--- config.mk ---
export PLATFORM = sky130hd
export DESIGN_NAME = flexible_job_shop_schedule_builder_unit
export DESIGN_NICKNAME = d
export VERILOG_FILES = /design/src/rtl/core/fjsb_pkg.sv /design/src/rtl/core/fjsb_ram.sv /design/src/rtl/core/flexible_job_shop_schedule_builder_unit.sv
export SDC_FILE = /design/constraint.sdc
export NUM_CORES = 2
export LEC_CHECK = 0
export BUFFER_PORTS_ARGS = -buffer_cell sky130_fd_sc_hd__buf_2
export CORE_MARGIN = 2
export CORE_UTILIZATION = 46
export DETAILED_ROUTE_END_ITERATION = 8
export SLEW_MARGIN = 20
export SYNTH_ARGS = -nofsm -noshare
export SYNTH_HDL_FRONTEND = slang
export SYNTH_SLANG_ARGS = --single-unit
--- constraint.sdc ---
create_clock -name clock -period 13 [get_ports clock]
set_input_delay 2.6 -clock clock [delete_from_list [all_inputs] [get_ports clock]]
set_output_delay 2.6 -clock clock [all_outputs]
set_load 0.02 [all_outputs]
--- src/rtl/core/fjsb_pkg.sv ---
// Shared field widths for the schedule builder.
`timescale 1ns / 1ps
`default_nettype none
package fjsb_pkg;
   localparam int unsigned JOB_ID_W  = 6;
   localparam int unsigned MACH_ID_W = 5;
   localparam int unsigned DUR_W     = 16;
   localparam int unsigned OUT_W     = 32;
   localparam int unsigned JOB_IDS   = 1 << JOB_ID_W;
   localparam int unsigned MACH_IDS  = 1 << MACH_ID_W;
endpackage
`default_nettype wire

--- src/rtl/core/fjsb_ram.sv ---
// Generic single-port-write, single-port-read RAM with registered read data.
`timescale 1ns / 1ps
`default_nettype none
module fjsb_ram #(
   parameter int unsigned WIDTH = 32,
   parameter int unsigned DEPTH = 64,
   localparam int unsigned AW = (DEPTH > 1) ? $clog2(DEPTH) : 1
) (
   input  logic             clock,
   input  logic             wr_en,
   input  logic [AW-1:0]    wr_addr,
   input  logic [WIDTH-1:0] wr_data,
   input  logic             rd_en,
   input  logic [AW-1:0]    rd_addr,
   output logic [WIDTH-1:0] rd_data
);
   logic [WIDTH-1:0] mem [DEPTH];
   logic [WIDTH-1:0] rd_data_ff;

   always_ff @(posedge clock) begin
      if (wr_en) begin
         mem[wr_addr] <= wr_data;
      end
      if (rd_en) begin
         rd_data_ff <= mem[rd_addr];
      end
   end

   assign rd_data = rd_data_ff;
endmodule
`default_nettype wire

--- src/rtl/core/flexible_job_shop_schedule_builder_unit.sv ---
// Top level of the flexible job shop schedule builder.
//
//   channel | direction | words
//   req_    | in        | one operation: job, machine, duration, flags
//   rsp_    | out       | one result per operation: times and objectives
//
// One operation per cycle sustained unless rsp_ stalls; a result is registered in stage A,
// stage B and the output register. The rate is set by the read-modify-write of the job
// and machine memories, one entry of each per cycle, with the last write forwarded to the
// next read. Reset clears the entry valid bits and objectives; no memory sweep.
// A stalled result backs up through two internal stages before req_ready drops.
`timescale 1ns / 1ps
`default_nettype none
module flexible_job_shop_schedule_builder_unit #(
   parameter int unsigned MAX_JOBS     = 64,
   parameter int unsigned MAX_MACHINES = 32,
   parameter int unsigned TIME_BITS    = 32
) (
   input  logic                            clock,
   input  logic                            reset,
   input  logic                            req_valid,
   output logic                            req_ready,
   input  logic [fjsb_pkg::JOB_ID_W-1:0]   req_job_id,
   input  logic [fjsb_pkg::MACH_ID_W-1:0]  req_machine_id,
   input  logic [fjsb_pkg::DUR_W-1:0]      req_duration,
   input  logic                            req_job_finished,
   input  logic                            req_new_schedule,
   output logic                            rsp_valid,
   input  logic                            rsp_ready,
   output logic [fjsb_pkg::OUT_W-1:0]      rsp_start_time,
   output logic [fjsb_pkg::OUT_W-1:0]      rsp_end_time,
   output logic [fjsb_pkg::OUT_W-1:0]      rsp_makespan,
   output logic [fjsb_pkg::OUT_W-1:0]      rsp_total_completion,
   output logic [fjsb_pkg::OUT_W-1:0]      rsp_max_workload,
   output logic [fjsb_pkg::OUT_W-1:0]      rsp_total_workload
);
   import fjsb_pkg::*;

   localparam int unsigned TW = TIME_BITS;
   // ids above the field range never arrive, so storage stops there
   localparam int unsigned JOB_DEPTH  = (MAX_JOBS < JOB_IDS) ? MAX_JOBS : JOB_IDS;
   localparam int unsigned MACH_DEPTH = (MAX_MACHINES < MACH_IDS) ? MAX_MACHINES : MACH_IDS;
   localparam int unsigned JAW = (JOB_DEPTH > 1) ? $clog2(JOB_DEPTH) : 1;
   localparam int unsigned MAW = (MACH_DEPTH > 1) ? $clog2(MACH_DEPTH) : 1;

   function automatic logic [TW-1:0] sat_add(input logic [TW-1:0] a, input logic [TW-1:0] b);
      logic [TW:0] s;
      s = {1'b0, a} + {1'b0, b};
      return s[TW] ? {TW{1'b1}} : s[TW-1:0];
   endfunction

   // id folding tables, worked out at elaboration
   logic [JAW-1:0] job_map  [JOB_IDS];
   logic [MAW-1:0] mach_map [MACH_IDS];

   for (genvar gi = 0; gi < JOB_IDS; gi++) begin : g_job_map
      localparam int unsigned JV = gi % JOB_DEPTH;
      assign job_map[gi] = JAW'(JV);
   end
   for (genvar gm = 0; gm < MACH_IDS; gm++) begin : g_mach_map
      localparam int unsigned MV = gm % MACH_DEPTH;
      assign mach_map[gm] = MAW'(MV);
   end

   // handshake
   logic out_free, b_free, a_free, accept, a_move, b_move;
   logic a_valid_ff, a_valid_in, b_valid_ff, b_valid_in, rsp_valid_ff, rsp_valid_in;

   // stage A: memory data arrives, read-modify-write
   logic [JAW-1:0]   a_job_ff;
   logic [MAW-1:0]   a_mach_ff;
   logic [DUR_W-1:0] a_dur_ff;
   logic             a_fin_ff, a_fresh_ff;

   logic [TW-1:0]    job_rd_data;
   logic [2*TW-1:0]  mach_rd_data;
   logic [TW-1:0]    a_jr, a_mr, a_ml, a_start, a_end, a_load;

   // forward of the last write to each memory
   logic [JAW-1:0]   fj_idx_ff;
   logic [TW-1:0]    fj_data_ff;
   logic [MAW-1:0]   fm_idx_ff;
   logic [2*TW-1:0]  fm_data_ff;
   logic [2*TW-1:0]  a_mach_word;

   logic [JOB_DEPTH-1:0]  job_valid_ff, job_valid_in;
   logic [MACH_DEPTH-1:0] mach_valid_ff, mach_valid_in;

   // stage B: objectives
   logic [TW-1:0]    b_start_ff, b_end_ff, b_load_ff;
   logic [DUR_W-1:0] b_dur_ff;
   logic             b_fin_ff, b_fresh_ff;

   logic [TW-1:0]    o_start_ff, o_end_ff;
   logic [TW-1:0]    makespan_ff, makespan_in, completion_ff, completion_in;
   logic [TW-1:0]    max_load_ff, max_load_in, total_load_ff, total_load_in;
   logic [TW-1:0]    base_ms, base_cs, base_ml, base_tl;

   assign out_free = !rsp_valid_ff || rsp_ready;
   assign b_free   = !b_valid_ff || out_free;
   assign a_free   = !a_valid_ff || b_free;
   assign accept   = req_valid && a_free;
   assign a_move   = a_valid_ff && b_free;
   assign b_move   = b_valid_ff && out_free;
   assign req_ready = a_free;

   assign a_valid_in   = a_free ? req_valid : a_valid_ff;
   assign b_valid_in   = b_free ? a_valid_ff : b_valid_ff;
   assign rsp_valid_in = out_free ? b_valid_ff : rsp_valid_ff;

   fjsb_ram #(.WIDTH(TW), .DEPTH(JOB_DEPTH)) u_job_ram (
      .clock   (clock),
      .wr_en   (a_move),
      .wr_addr (a_job_ff),
      .wr_data (a_end),
      .rd_en   (accept),
      .rd_addr (job_map[req_job_id]),
      .rd_data (job_rd_data)
   );

   // machine word: load in the upper half, ready time in the lower
   fjsb_ram #(.WIDTH(2*TW), .DEPTH(MACH_DEPTH)) u_mach_ram (
      .clock   (clock),
      .wr_en   (a_move),
      .wr_addr (a_mach_ff),
      .wr_data ({a_load, a_end}),
      .rd_en   (accept),
      .rd_addr (mach_map[req_machine_id]),
      .rd_data (mach_rd_data)
   );

   always_comb begin
      a_jr = '0;
      if (!a_fresh_ff && job_valid_ff[a_job_ff]) begin
         a_jr = (fj_idx_ff == a_job_ff) ? fj_data_ff : job_rd_data;
      end
      a_mach_word = '0;
      if (!a_fresh_ff && mach_valid_ff[a_mach_ff]) begin
         a_mach_word = (fm_idx_ff == a_mach_ff) ? fm_data_ff : mach_rd_data;
      end
      a_mr    = a_mach_word[TW-1:0];
      a_ml    = a_mach_word[2*TW-1:TW];
      a_start = (a_jr > a_mr) ? a_jr : a_mr;
      a_end   = sat_add(a_start, TW'(a_dur_ff));
      a_load  = sat_add(a_ml, TW'(a_dur_ff));
   end

   always_comb begin
      job_valid_in  = job_valid_ff;
      mach_valid_in = mach_valid_ff;
      if (a_move) begin
         job_valid_in  = (a_fresh_ff ? '0 : job_valid_ff) | (JOB_DEPTH'(1) << a_job_ff);
         mach_valid_in = (a_fresh_ff ? '0 : mach_valid_ff) | (MACH_DEPTH'(1) << a_mach_ff);
      end
   end

   always_comb begin
      base_ms = b_fresh_ff ? '0 : makespan_ff;
      base_cs = b_fresh_ff ? '0 : completion_ff;
      base_ml = b_fresh_ff ? '0 : max_load_ff;
      base_tl = b_fresh_ff ? '0 : total_load_ff;
      makespan_in   = makespan_ff;
      completion_in = completion_ff;
      max_load_in   = max_load_ff;
      total_load_in = total_load_ff;
      if (b_move) begin
         makespan_in   = (b_end_ff > base_ms) ? b_end_ff : base_ms;
         completion_in = b_fin_ff ? sat_add(base_cs, b_end_ff) : base_cs;
         max_load_in   = (b_load_ff > base_ml) ? b_load_ff : base_ml;
         total_load_in = sat_add(base_tl, TW'(b_dur_ff));
      end
   end

   always_ff @(posedge clock) begin
      if (reset) begin
         a_valid_ff    <= 1'b0;
         b_valid_ff    <= 1'b0;
         rsp_valid_ff  <= 1'b0;
         job_valid_ff  <= '0;
         mach_valid_ff <= '0;
         makespan_ff   <= '0;
         completion_ff <= '0;
         max_load_ff   <= '0;
         total_load_ff <= '0;
      end else begin
         a_valid_ff    <= a_valid_in;
         b_valid_ff    <= b_valid_in;
         rsp_valid_ff  <= rsp_valid_in;
         job_valid_ff  <= job_valid_in;
         mach_valid_ff <= mach_valid_in;
         makespan_ff   <= makespan_in;
         completion_ff <= completion_in;
         max_load_ff   <= max_load_in;
         total_load_ff <= total_load_in;
      end
   end

   always_ff @(posedge clock) begin
      if (a_free) begin
         a_job_ff   <= job_map[req_job_id];
         a_mach_ff  <= mach_map[req_machine_id];
         a_dur_ff   <= req_duration;
         a_fin_ff   <= req_job_finished;
         a_fresh_ff <= req_new_schedule;
      end
      if (a_move) begin
         fj_idx_ff  <= a_job_ff;
         fj_data_ff <= a_end;
         fm_idx_ff  <= a_mach_ff;
         fm_data_ff <= {a_load, a_end};
      end
      if (b_free) begin
         b_start_ff <= a_start;
         b_end_ff   <= a_end;
         b_load_ff  <= a_load;
         b_dur_ff   <= a_dur_ff;
         b_fin_ff   <= a_fin_ff;
         b_fresh_ff <= a_fresh_ff;
      end
      if (out_free) begin
         o_start_ff <= b_start_ff;
         o_end_ff   <= b_end_ff;
      end
   end

   assign rsp_valid            = rsp_valid_ff;
   assign rsp_start_time       = OUT_W'(o_start_ff);
   assign rsp_end_time         = OUT_W'(o_end_ff);
   assign rsp_makespan         = OUT_W'(makespan_ff);
   assign rsp_total_completion = OUT_W'(completion_ff);
   assign rsp_max_workload     = OUT_W'(max_load_ff);
   assign rsp_total_workload   = OUT_W'(total_load_ff);
endmodule
`default_nettype wire

[Word level (Yosys, flattened, before mapping)]
Memory sizes are Yosys's and may differ from the RTL's. A register that Yosys moved wholly into a read port is not among the register bits.
Cells that the tools add are included.
W data, S select, Z words.
Storage, ports and cells
  memories kept: 4
  word-level logic and storage cells: 89
  bits of input ports: 33
  flip-flop bits (word level): 541
  bits in writable memories: 4096
  memory bits (read-only): 544
  output and inout bits: 194
Operators by class
  add/sub/neg operators: 4
  mux-type cells: 28
  bitwise operators: 4
  shift-type cells: 2
  reductions and logical operators: 12
  eq/ne operators: 2
  $lt $le $gt $ge: 7
Memory list
  u_job_ram.mem: depth 64, bits a word 32, rd ports 1, clocked after memory_dff 1, wr ports 1, RTL line fjsb_ram.sv:17  | logic [WIDTH-1:0] mem [DEPTH];
  u_mach_ram.mem: depth 32, bits a word 64, rd ports 1, clocked after memory_dff 1, wr ports 1, RTL line fjsb_ram.sv:17
  (no name shown): depth 64, bits a word 6, rd ports 1, clocked after memory_dff 0, wr ports 0, RTL line flexible_job_shop_schedule_builder_unit.sv:200  | a_job_ff <= job_map[req_job_id];
  (no name shown): depth 32, bits a word 5, rd ports 1, clocked after memory_dff 0, wr ports 0, RTL line flexible_job_shop_schedule_builder_unit.sv:201  | a_mach_ff <= mach_map[req_machine_id];
Operators by type and width (count)
  $mux W32: 15
  $mux W64: 3
  $add A32 B16 Y33: 3
  $gt A32 B32 Y1: 3
  $or A64 B64 Y64: 1
  $shl A1 B6 Y64 const A: 1
  $add A32 B32 Y33: 1
  $or A32 B32 Y32: 1
  $shl A1 B5 Y32 const A: 1
  $mux W6: 2
  $mux W5: 2
  $ge A7 B7 Y1 const B: 1
  $lt A6 B7 Y1 const B: 1
  $not A6 Y7: 1
  $bmux W1 S6: 1
  $eq A6 B6 Y1: 1
  $ge A6 B6 Y1 const B: 1
  $lt A5 B6 Y1 const B: 1
  $not A5 Y6: 1
  $bmux W1 S5: 1
  $eq A5 B5 Y1: 1
  $logic_and A1 B1 Y1: 5
  $logic_not A1 Y1: 4
  $mux W1: 4
  $logic_or A1 B1 Y1: 3

[Logic depth before layout (Yosys ltp)]
  depth in word-level cells: 8
  gate-level depth with buffers: 38
  depth with buffers taken out: 27

[By module]
Synthesis repeated with hierarchy kept, for this count alone.
Unflattened totals
  cells, all modules: 9203
  area total of the unflattened synthesis: 186256.1 um2
By module, submodules not included
  fjsb_ram at u_mach_ram: area an instance 79605.1 um2, times used 1, cells an instance 3097
  fjsb_ram at u_job_ram: area an instance 78835.6 um2, times used 1, cells an instance 3324
  flexible_job_shop_schedule_builder_unit: area an instance 27815.4 um2, times used 1, cells an instance 2782

[Least setup slack after synthesis]
No wires, ideal clock.
  kind: reg2reg
  start: reg a_job_ff[0]
  end: reg b_end_ff[26], data pin
  arrival time: 11.372 ns
  library setup time: 0.965 ns
  slack: 0.664 ns
  cell stages (with the launch flop): 35
  period minus slack after synthesis: 12.336 ns
  buffers on the path: 12
  required time: 12.035 ns
  cells stage by stage: edfxtp_1 -> buf_2 -> buf_2 -> buf_2 -> xnor2_1 -> nand3_1 -> clkbuf_1 -> clkbuf_1 -> buf_2 -> buf_1 -> mux2i_1 -> nor2_1 -> ha_1 -> nand4_1 -> or4_1 -> nor2b_1 -> o31a_1 -> or2_2 -> clkbuf_1 -> clkbuf_1 -> clkbuf_1 -> clkbuf_1 -> clkbuf_1 -> o21ai_0 -> ha_1 -> nor2b_1 -> o31ai_1 -> a21oi_1 -> o21ai_0 -> a21oi_1 -> o211ai_1 -> o2bb2ai_1 -> nor3_1 -> and4_1 -> o21ai_0
On the way
  cells in the longest elaborated chain, start to end: 8
RTL lines
  start: declaration: RTL line flexible_job_shop_schedule_builder_unit.sv:70  | logic [JAW-1:0] a_job_ff;
  $bmux W1 S6: RTL line flexible_job_shop_schedule_builder_unit.sv:134  | if (!a_fresh_ff && job_valid_ff[a_job_ff]) begin
  $mux W1 (implied by the code): RTL line flexible_job_shop_schedule_builder_unit.sv:134
  $logic_and A1 B1 Y1: RTL line flexible_job_shop_schedule_builder_unit.sv:134
  $mux W32 (*): RTL line flexible_job_shop_schedule_builder_unit.sv:134
  $gt A32 B32 Y1: RTL line flexible_job_shop_schedule_builder_unit.sv:143  | a_start = (a_jr > a_mr) ? a_jr : a_mr;
  $mux W32 (*): RTL line flexible_job_shop_schedule_builder_unit.sv:143
  named net a_start[2]: RTL line flexible_job_shop_schedule_builder_unit.sv:77  | logic [TW-1:0] a_jr, a_mr, a_ml, a_start, a_end, a_load;
  $add A32 B16 Y33 (*): RTL line flexible_job_shop_schedule_builder_unit.sv:48  | s = {1'b0, a} + {1'b0, b};
  $mux W32 (*): RTL line flexible_job_shop_schedule_builder_unit.sv:49  | return s[TW] ? {TW{1'b1}} : s[TW-1:0];
  named net a_end[26]: RTL line flexible_job_shop_schedule_builder_unit.sv:77
  end signal: assignment: RTL line flexible_job_shop_schedule_builder_unit.sv:214  | b_end_ff <= a_end;
  end: declaration: RTL line flexible_job_shop_schedule_builder_unit.sv:90  | logic [TW-1:0] b_start_ff, b_end_ff, b_load_ff;
Mark *: on every way through the listed nets, which the timed path passes. The rest lies on a longest branch. The select of a mux whose other input is x is not followed.
A chain may end at the register's enable or synchronous reset.

[Worst setup path in the final report]
  start: reg a_job_ff[0]
  end: mem u_job_ram.mem[0][2], data pin
On the way
  cells in the longest elaborated chain, start to end: 8
RTL lines (RTL line)
  $bmux W1 S6: flexible_job_shop_schedule_builder_unit.sv:134
  $mux W1 (implied by the code): flexible_job_shop_schedule_builder_unit.sv:134
  $logic_and A1 B1 Y1: flexible_job_shop_schedule_builder_unit.sv:134
  $mux W32 (*): flexible_job_shop_schedule_builder_unit.sv:134
  $gt A32 B32 Y1: flexible_job_shop_schedule_builder_unit.sv:143
  $mux W32 (*): flexible_job_shop_schedule_builder_unit.sv:143
  named net a_start[0]: flexible_job_shop_schedule_builder_unit.sv:77
  $add A32 B16 Y33 (*): flexible_job_shop_schedule_builder_unit.sv:48
  $mux W32 (*): flexible_job_shop_schedule_builder_unit.sv:49
  named net a_end[2]: flexible_job_shop_schedule_builder_unit.sv:77
  end: declaration: fjsb_ram.sv:17
Marks and branches as above.

==> run_results.csv <==
group,metric,value,unit
cts,clockBufferDepth,4,
placed_design,dp.cells,13871,
synth,synth_common_cells,"edfxtp_1, mux4_2, nor2_1",
final_layout,drive_gt1_share,28.51,%
cts,cts_tree,"done",
floorplan,fp-row-count,232,
final_layout,final_cell_count_no_fill,14751,
timing,rsz0062_at_grt,"false",
timing,skew,0.06371,ns
setup_path,cp-startpoint,"a_job_ff[0]",
pwr,power,32.92,mW
pwr,p_leak,67.83,nW
timing,finalHoldWorstSlack,0.4237,ns
cts,postCtsSetupBuffers,0,
placed_design,post-dp-hpwl,284000,um
cts,cts-root-buf,"clkbuf_16",
pwr,pwr-share-seq,52.8,%
synth,synth_fa_ha_area_share,1.238,%
cts,clk_pin_slew,0.06,ns
floorplan,ios,227,
synth,synth_largest_area_cell,"edfxtp_1",
setup_path,cp_common_cell,"buf_4",
global_route,grt_pass1_wl,735900,um
final_layout,fin_util,52.29,%
run_status,status,"finished, final reports clean",
synth,synth_xor_area_share,0.4654,%
routing,ant_nets,0,
pwr,intPower,25.45,mW
setup_path,critPathTopFamily,"simple AND/OR/NAND/NOR gates",
cts,cts_hold_buf,0,
pwr,switching_share,22.70,%
global_route,overflow,0,
synth,synthTopCellsByArea,"edfxtp_1, mux4_2, dfxtp_1, ha_1, mux2i_1",
synth,yosysSeqAreaShare,75.31,%
synth,synth_top_family_by_area,"multiplexers",
routing,drc,0,
pwr,combPwrFrac,7.1,%
synth,postSynthAreaPerCell,21.49,um2
setup_path,reg2reg_from,"a_job_ff[0]",
timing,setup_viol,0,
synth,yosys.area_share.simple,2.429,%
synth,yosys_warnings,0,
global_route,grt_pass1_vias,92945,
flow_run,maxCapViolCount,0,
final_layout,syn_to_final_growth,13.18,%
timing,hold_viol,0,
global_route,antenna_found_initial,31,
synth,syn-num-nets,8794,
setup_path,cp.arrival,11.73,ns
setup_path,critPathMaxFanout,65,
setup_path,worstSetupEndpointType,"flop",
synth,synth.distinct_cells,73,
pwr,ir_drop,0.1272,mV
routing,vias,93588,
cts,cts_inserted_buffers,467,
synth,synth.most_common_cell,"edfxtp_1",
setup_path,worstPathRequired,13.70,ns
final_layout,final_nets,9293,
synth,async_reset_ff_share,0,%
synth,synth_top_area_share,72.85,%
routing,firstDrtPassIters,6,
synth,synth_edf_count,4474,
cts,clock_sinks,4701,
setup_path,crit_path_top_delay_cell,"buf_4",
timing,final_max_slew_viol_count,0,
floorplan,die_w,637.2,um
placed_design,gp_congestion,0.8625,
floorplan,initial_core_util,46.20,%
pwr,p_sw,7.474,mW
pwr,clockPowerShare,40.1,%
synth,synth_area,0.1844,mm2
routing,drt-total-wl,532200,um
setup_path,critPathMaxStageDelay,0.72,ns
cts,htreeDepth,5,
synth,synth-seq-cells,4701,
synth,synthFlopType,"edfxtp_1",
synth,synth_cells,8581,
timing,max_clock_freq,90.64,MHz
cts,ctsResizeCount,0,
setup_path,start_kind,"flop",
setup_path,crit_type,"flop to flop",
global_route,grt_max_degree,140,
timing,fin_crit,11.03,ns
timing,fin_setup_tns,0,ns
routing,wire_per_inst,36.08,um
min_path,holdCritStartpoint,"b_start_ff[17]",
timing,finalCritPeriodShare,84.87,%
setup_path,critPathBufInv,5,
timing,max-slew-margin-rel,23.46,%
global_route,grt_usage,25.89,%
timing,tightest_slew,1.145,ns
min_path,min_path_type,"flop to flop",
placed_design,port-buffer-count,226,
synth,synth.area.mux_share,17.29,%
floorplan,coreArea,0.3991,mm2
floorplan,die_area,0.4060,mm2
routing,vias_per_cell,6.345,
routing,drt_iter0_drc,12379,
floorplan,die_height,637.2,um
cts,worstSkewPairLatency,1.04,ns
synth,synth_compound_area_share,2.284,%
pwr,p_per_area,157.7,mW/mm2
-- layout by cell type (no fill, tap or decap), types with 34 or more instances in the layout --
master and instances:
nor2_1 257, xnor2_1 42, mux2_2 82, edfxtp_1 4474, xor2_1 56, clkbuf_16 477
bufinv_16 37, clkbuf_1 111, mux4_2 1314, nand3_1 46, a211oi_1 34, nand2b_1 89
buf_2 214, buf_4 225, clkinv_2 69, nand2_1 168, a22o_1 65, o21ai_0 92
a21o_1 52, ha_1 176, dfxtp_1 227, clkinv_1 117, mux2i_1 134, or2_2 40
nor2_4 96, inv_1 34, nor2b_1 78, a21oi_1 231
-- registers in the layout (all words and copies together) (netlist names), 33 cells and up --
register            flops
fm_data_ff             33
job_valid_ff           64
u_job_ram.mem        2048
u_mach_ram.mem       2048
u_mach_ram.rd_data     64
-- metrics by stage --
step           setup WS, ns  area [um2]
6_report              1.967      208700
5_1_grt               1.321      208700
4_1_cts               2.111      208400
3_5_place_dp          2.185      193600
3_3_place_gp          2.337      193600
2_1_floorplan        0.6637      184400
-- layout make-up --
cell class,count,area [um2]
inverter,36,138.9
clock inverter,262,2354
sequential,4701,138900
clock buffer,596,12460
multi-input combinational,3410,45040
fill,30694,190400
antenna,17,42.54
tap,5265,6588
timing repair buffer,464,3204
-- cell families after synthesis --
logic type               Yosys count
adder cells (fa/ha/maj)          180
XOR/XNOR                          98
multiplexers                    1533
AND/OR/NAND/NOR                  940
AO/OA/AOI/OAI                    659
flip-flops                      4701
buffers and inverters            470
-- path summary, 6_finish.rpt --
check,to,slack (ns),cells after the start
worst max register to register,u_job_ram.mem[0][2],1.97,31
worst min-delay path,rsp_start_time[17],0.42,0
worst max-delay path,u_job_ram.mem[0][2],1.97,31
worst min register to register,rsp_start_time[17],0.42,0
-- power by group through the flow --
stage / clock (mW) / sequential (mW) / combinational (mW)
floorplan: 0 / 17.7 / 1.37
global placement: 0 / 17.7 / 2.25
detailed placement: 0 / 17.7 / 2.31
CTS: 13.4 / 17.4 / 2.32
global route: 13.9 / 17.4 / 2.49
finish: 13.2 / 17.4 / 2.33
-- routing by layer --
| layer | track usage [%] | share of wire [%] | wire [um] | vias up |
|---|---|---|---|---|
| li1 | - | - | - | 37018 |
| met1 | 36.16 | 40 | 211500 | 51345 |
| met3 | 3.627 | 7.7 | 40900 | 800 |
| met5 | 0 | 0.0092 | 49 | - |
| met2 | 42.26 | 49 | 260900 | 4417 |
| met4 | 8.734 | 3.5 | 18880 | 8 |
Power figures use the tool's default switching activity.
